==> src/sv/apmt_pkg.sv <==
`timescale 1ns / 1ps
// Shared types and constants of the prefix match table.
// No dependencies; used by the front, back and top level.
package apmt_pkg;

    localparam int unsigned KEY_W   = 128;
    localparam int unsigned V4_BITS = 32;
    localparam int unsigned V6_BITS = 128;
    localparam int unsigned MAX_OUT = 32;
    localparam int unsigned CNT_W   = 6;

    localparam logic [1:0] ST_OK     = 2'd0;
    localparam logic [1:0] ST_FULL   = 2'd1;
    localparam logic [1:0] ST_BADLEN = 2'd2;

    localparam logic CMD_INSERT = 1'b0;
    localparam logic CMD_LOOKUP = 1'b1;

    // One classified transaction, as it waits in the queue
    typedef struct packed {
        logic             cmd;
        logic             fam;
        logic             bad_len;
        logic [KEY_W-1:0] key;
        logic [7:0]       plen;
        logic [31:0]      asn;
    } item_t;

    // Queue head handed to the back end
    typedef struct packed {
        logic  valid;
        item_t item;
    } head_t;

endpackage

==> src/sv/apmt_front.sv <==
`timescale 1ns / 1ps
// Front end: accepts transactions, normalizes the key, checks the length
// and holds them in a two-entry queue. Depends on apmt_pkg.
module apmt_front
(
    input  logic                 clk,
    input  logic                 rst_n,
    input  logic                 start,
    input  logic                 cmd,
    input  logic                 is_ipv6,
    input  logic [63:0]          addr_hi,
    input  logic [63:0]          addr_lo,
    input  logic [7:0]           prefix_len,
    input  logic [31:0]          asn_in,
    input  logic                 pop,
    output logic                 busy,
    output apmt_pkg::head_t      head
);

    apmt_pkg::item_t mem_reg [2];
    logic            wr_ptr_reg, wr_ptr_next;
    logic            rd_ptr_reg, rd_ptr_next;
    logic [1:0]      count_reg, count_next;
    apmt_pkg::item_t new_item;
    logic            push;
    logic            do_pop;

    // Classify the incoming transaction
    always_comb
    begin
        new_item.cmd  = cmd;
        new_item.fam  = is_ipv6;
        new_item.key  = is_ipv6 ? {addr_hi, addr_lo} : {96'b0, addr_lo[31:0]};
        new_item.plen = prefix_len;
        new_item.asn  = asn_in;
        new_item.bad_len = (prefix_len == 8'd0) ||
            (prefix_len > (is_ipv6 ? 8'(apmt_pkg::V6_BITS) : 8'(apmt_pkg::V4_BITS)));
    end

    assign busy   = (count_reg == 2'd2);
    assign push   = start && !busy;
    assign do_pop = pop && (count_reg != 2'd0);

    assign head.valid = (count_reg != 2'd0);
    assign head.item  = mem_reg[rd_ptr_reg];

    // Advance pointers and fill count
    always_comb
    begin
        wr_ptr_next = push ? ~wr_ptr_reg : wr_ptr_reg;
        rd_ptr_next = do_pop ? ~rd_ptr_reg : rd_ptr_reg;
        count_next  = count_reg + {1'b0, push} - {1'b0, do_pop};
    end

    always_ff @(posedge clk or negedge rst_n)
    begin
        if (!rst_n)
        begin
            wr_ptr_reg <= 1'b0;
            rd_ptr_reg <= 1'b0;
            count_reg  <= 2'd0;
        end
        else
        begin
            wr_ptr_reg <= wr_ptr_next;
            rd_ptr_reg <= rd_ptr_next;
            count_reg  <= count_next;
        end
    end

    // Store the payload
    always_ff @(posedge clk)
    begin
        if (push)
        begin
            mem_reg[wr_ptr_reg] <= new_item;
        end
    end

endmodule

==> config.mk <==
export PLATFORM = sky130hd
export DESIGN_NAME = apmt_front
export DESIGN_NICKNAME = d
export VERILOG_FILES = /design/src/sv/apmt_pkg.sv /design/src/sv/apmt_front.sv
export SDC_FILE = /design/constraint.sdc
export NUM_CORES = 1
export LEC_CHECK = 0
export BUFFER_PORTS_ARGS = -buffer_cell sky130_fd_sc_hd__buf_2
export CAP_MARGIN = 20
export CORE_ASPECT_RATIO = 1.75
export CORE_UTILIZATION = 33
export CTS_CLUSTER_DIAMETER = 40
export CTS_CLUSTER_SIZE = 25
export DETAILED_ROUTE_END_ITERATION = 16
export PLACE_DENSITY = 0.63
export SLEW_MARGIN = 20
export SYNTH_ARGS = -nofsm -noshare
export SYNTH_HDL_FRONTEND = slang
export SYNTH_SLANG_ARGS = --single-unit
export TNS_END_PERCENT = 10
==> constraint.sdc <==
create_clock -name clk -period 25.2 [get_ports clk]
set_input_delay 0 -clock clk [delete_from_list [all_inputs] [get_ports clk]]
set_output_delay 0 -clock clk [all_outputs]
set_load 0.05 [all_outputs]
* Word-level counts from Yosys, hierarchy flattened
Memory sizes are Yosys's and may differ from the RTL's. Cells that the tools add are included.
Storage, ports and cells: bits in writable memories 342, input bits 174, memories 1, word-level logic and storage cells 20, output and inout port bits 173, bits in registers 4
Cells by class: bitwise logic cells 2, multiplexer cells 4, reduce and logical (&&, ||, !) cells 6, magnitude comparators 1, eq/ne operators 1, add/sub/neg operators 2
Memories:
- mem_reg | words 2, bits a word 171, rd ports 1, clocked after memory_dff 0, write ports 1, line apmt_front.sv:20 | apmt_pkg::item_t mem_reg [2];
Operators by type and width (count):
- two-way mux 128 bit | 1
- greater-than comparator 8 bit | 1
- logical NOT 8 bit | 1
- two-way mux 8 bit | 1
- adder 2 x 1 -> 2 bit | 1
- == test 2 bit, second input constant | 1
- logical AND 1 bit | 2
- two-way mux 1 bit | 2
- inverter 1 bit | 2
- nonzero test 2 bit | 1
- subtractor 2 x 1 -> 2 bit | 1
- logical NOT 1 bit | 1
- logical OR 1 bit | 1

* Logic depth before layout (Yosys ltp)
depth after elaboration 5, gate-level depth with buffers 7

* Worst setup path after synthesis
No wires, ideal clock.
kind reg2reg, start register count_reg[1], end memory mem_reg[0][0] (netlist name) (enable), required time 24496 ps, stages on the path, launching flop included 4, buffers on the path 0, setup slack 16813 ps, arrival time 7683 ps, setup time 704 ps, cell sequence dfrtp_1 -> nand2b_1 -> nand2_1 -> nor2_1
On the way: longest elaborated chain between the ends 5
Ends and longest elaborated chain:
- start, declared | line apmt_front.sv:23 | logic [1:0] count_reg, count_next;
- start signal, assigned | line apmt_front.sv:67 | count_reg <= count_next;
- == test 2 bit | line apmt_front.sv:40 | assign busy = (count_reg == 2'd2);
- logical NOT 1 bit | line apmt_front.sv:41 | assign push = start && !busy;
- logical AND 1 bit | line apmt_front.sv:41
- two-way mux 1 bit | line apmt_front.sv:74 | if (push)
- two-way mux 1 bit (implied by the code) | line apmt_front.sv:76 | mem_reg[wr_ptr_reg] <= new_item;
- end, declared | line apmt_front.sv:20
No other way between the ends.

==> impl_metrics.env <==
export IMPL_cts_tree="done"
export IMPL_cts_buffer_depth=3
export IMPL_met1_length_um=10660
export IMPL_cp_common_cell="buf_4"
export IMPL_drt_iter0_markers=316
export IMPL_hold_violations=0
export IMPL_ir_worst_vdd_uv=95.89
export IMPL_vias_per_cell=4.481
export IMPL_fmax_mhz=268.2
export IMPL_worstPathCellList="buf_4, buf_4, mux2_2, buf_2"
export IMPL_core_um2=39400
export IMPL_ant_nets=0
export IMPL_htree_num_levels=2
export IMPL_hp_class="in -> reg"
export IMPL_r2r_setup_slack_ns=21.90
export IMPL_io_pins=347
export IMPL_grt_first_pass_wirelength_um=44950
export IMPL_cp_slowest_cell="buf_4"
export IMPL_cts_buffers=35
export IMPL_grt_max_degree=80
export IMPL_netlist_area_um2=13270
export IMPL_worstHoldPathCells=2
export IMPL_rr_worst_depth=4
export IMPL_yosys_area_top_type="edfxtp_1"
export IMPL_finClkSkew_ns=0.01061
export IMPL_grt_antenna_before_repair=2
export IMPL_clockRootBuffer="clkbuf_16"
export IMPL_min_to="mem_reg[0][30]"
export IMPL_die_w_um=153.6
export IMPL_portBuffers=346
export IMPL_r2r_end="mem_reg[1][107]"
export IMPL_synth_top_cell_area_share=0.7739
export IMPL_post_cts_buffers=0
export IMPL_outcome="finished, final reports clean"
export IMPL_routed_wl_um=30170
export IMPL_ys_types=22
export IMPL_cp_required_ns=25.20
export IMPL_cts_sinks=346
export IMPL_die_area_um2=41050
export IMPL_cp_data_arrival_time_ns=3.73
export IMPL_finalMaxSlewViolations=0
export IMPL_firstDrtPassIters=7
export IMPL_wire_per_inst_um=17.51
export IMPL_critical_path_endpoint_type="output pin"
export IMPL_rows=96
export IMPL_yosys_register_bits=346
export IMPL_utilization=0.4661
export IMPL_worstSetupPathType="reg -> out"
export IMPL_cts_clk_slew_worst_paths_ns=0.07
export IMPL_cpPeakStageDelay_ns=0.91
export IMPL_postSynthAreaPerCell_um2=19.87
export IMPL_clk_latency_ns=0.52
export IMPL_synth_warning_count=0
export IMPL_nets=1381
export IMPL_fillers=3404
export IMPL_leakage_uw=0.006963
export IMPL_hp_start="asn_in[30]"
export IMPL_drv_cap=0
export IMPL_rsz0062_at_grt="no"
export IMPL_synthesis_nets=846
export IMPL_dp_hpwl_um=18970
export IMPL_gp_congestion=0.7844
export IMPL_drc=0
export IMPL_min_period_ns=3.729
export IMPL_largest_reg_flops=342
export IMPL_gr_usage_all_layers=0.1435
export IMPL_dr_total_vias=7720
export IMPL_highest_layer="met4"
export IMPL_start_util=0.3368
export IMPL_synthCells=668
export IMPL_r2r_start="count_reg[1]"
export IMPL_power_density_nw_per_um2=124.0
export IMPL_grt_overflow=0
export IMPL_syn2layout_area_growth_pct=38.38
export IMPL_setup_viol_count_final=0
export IMPL_period_share=0.1480
export IMPL_drive_gt1_frac=0.4776
export IMPL_grt_pass1_vias=8500
export IMPL_wl_met3_um=1539
export IMPL_cp_start_kind="register"
export IMPL_finalSetupTns_ns=0
export IMPL_tightest_slew_ns=1.089
export IMPL_cp_max_fo=79
export IMPL_die_height_um=267.3
export IMPL_synth_area_top_cells="edfxtp_1 (77%), mux2_2 (15%), and2_1 (4.6%)"
export IMPL_slew_limit_headroom=0.2740
export IMPL_dr_wl_met2_um=16380
export IMPL_synth_seq_area_share=0.7814
-- worst max-delay path by stage --
stage | slack (ns) | to | start | cells past startpoint
floorplan | 16.81 | mem_reg[0][0] | count_reg[1] | 3
global placement | 21.78 | mem_reg[1][105] | count_reg[0] | 4
detailed placement | 21.77 | mem_reg[1][58] | count_reg[1] | 4
CTS | 21.38 | head[59] | rd_ptr_reg | 4
global route | 21.25 | head[59] | rd_ptr_reg | 4
finish | 21.47 | head[59] | rd_ptr_reg | 4
-- routing by layer --
layer	vias up	track usage
li1	3644	-
met1	3736	0.1438
met2	261	0.2686
met3	79	0.03074
met4	0	0.08757
met5	-	0
-- kinds of logic after synthesis --
kind of cell / Yosys count / share of synthesized area
flops: 346 / 0.7814
compound gates: 2 / 0.001037
xor+xnor: 4 / 0.002640
mux: 171 / 0.1451
buf+inv: 33 / 0.01509
fa+ha+maj: 4 / 0.003772
simple gates: 108 / 0.05091
-- placed cells by master, fill, tap and decap left out, types with 4 or more instances in the layout --
| master | count |
|---|---|
| buf_2 | 346 |
| edfxtp_1 | 342 |
| dlygate4sd3_1 | 173 |
| mux2_2 | 171 |
| and2_1 | 97 |
| clkbuf_16 | 35 |
| buf_4 | 8 |
| inv_6 | 5 |
| diode_2 | 4 |
| inv_1 | 4 |
| ha_1 | 4 |
| clkinvlp_4 | 4 |
| clkinv_4 | 4 |
| clkinv_1 | 4 |
-- synth_stat cells --
| master | count |
|---|---|
| buf_6 | 8 |
| ha_1 | 4 |
| buf_4 | 1 |
| xnor2_1 | 3 |
| nand2_1 | 2 |
| and2_1 | 97 |
| or2_2 | 1 |
| clkbuf_1 | 10 |
| or4_4 | 1 |
| inv_1 | 4 |
| edfxtp_1 | 342 |
| mux2_2 | 171 |
| xor2_1 | 1 |
| nor4_2 | 1 |
| o2bb2ai_1 | 1 |
| nor2_1 | 2 |
| dfrtp_1 | 4 |
| a21oi_1 | 1 |
| nand2b_1 | 2 |
| buf_2 | 10 |
| nor3_1 | 1 |
| and3_1 | 1 |
-- cell type report --
type	count	area [um^2]	area share
clock inverter	25	229.0	0.01247
timing repair buffer	527	3523	0.1919
tap	490	613.1	0.03339
clock buffer	38	887.1	0.04831
multi-input combinational	289	2713	0.1477
antenna	4	10.01	0.0005451
inverter	4	15.01	0.0008176
sequential	346	10370	0.5649
-- per-stage QoR --
step	instances	instance area, um^2	total power [uW]	hold WS, ns	worst slack, ns
finish	1723	18360	2278	0.1973	21.47
global route	1721	18360	2369	0.1833	21.25
CTS	1719	18350	2310	0.1696	21.38
detailed placement	1483	15510	1781	-0.1884	21.77
global placement	1483	15510	1775	-0.1920	21.78
floorplan	668	13270	1598	-0.2956	16.81
-- worst max-delay path, delay by kind of cell (launching register included) --
family | cells | cell delay (ns)
buffers and inverters | 3 | 1.92
DFF | 1 | 0.69
muxes | 1 | 0.46
-- what timing repair did --
item | in CTS | in global routing
resized for setup | 0 | 0
setup endpoints to repair | 0 | 0
hold endpoints to repair | 346 | 0
hold buffers | 173 | 0
-- power breakdown --
| group | leakage, uW | switching [uW] | internal, uW |
|---|---|---|---|
| registers | 0.00326 | 35.5 | 791 |
| clock network | 0.000534 | 226 | 274 |
| logic | 0.00317 | 694 | 257 |
No activity file was read; power rests on OpenSTA's default activity.
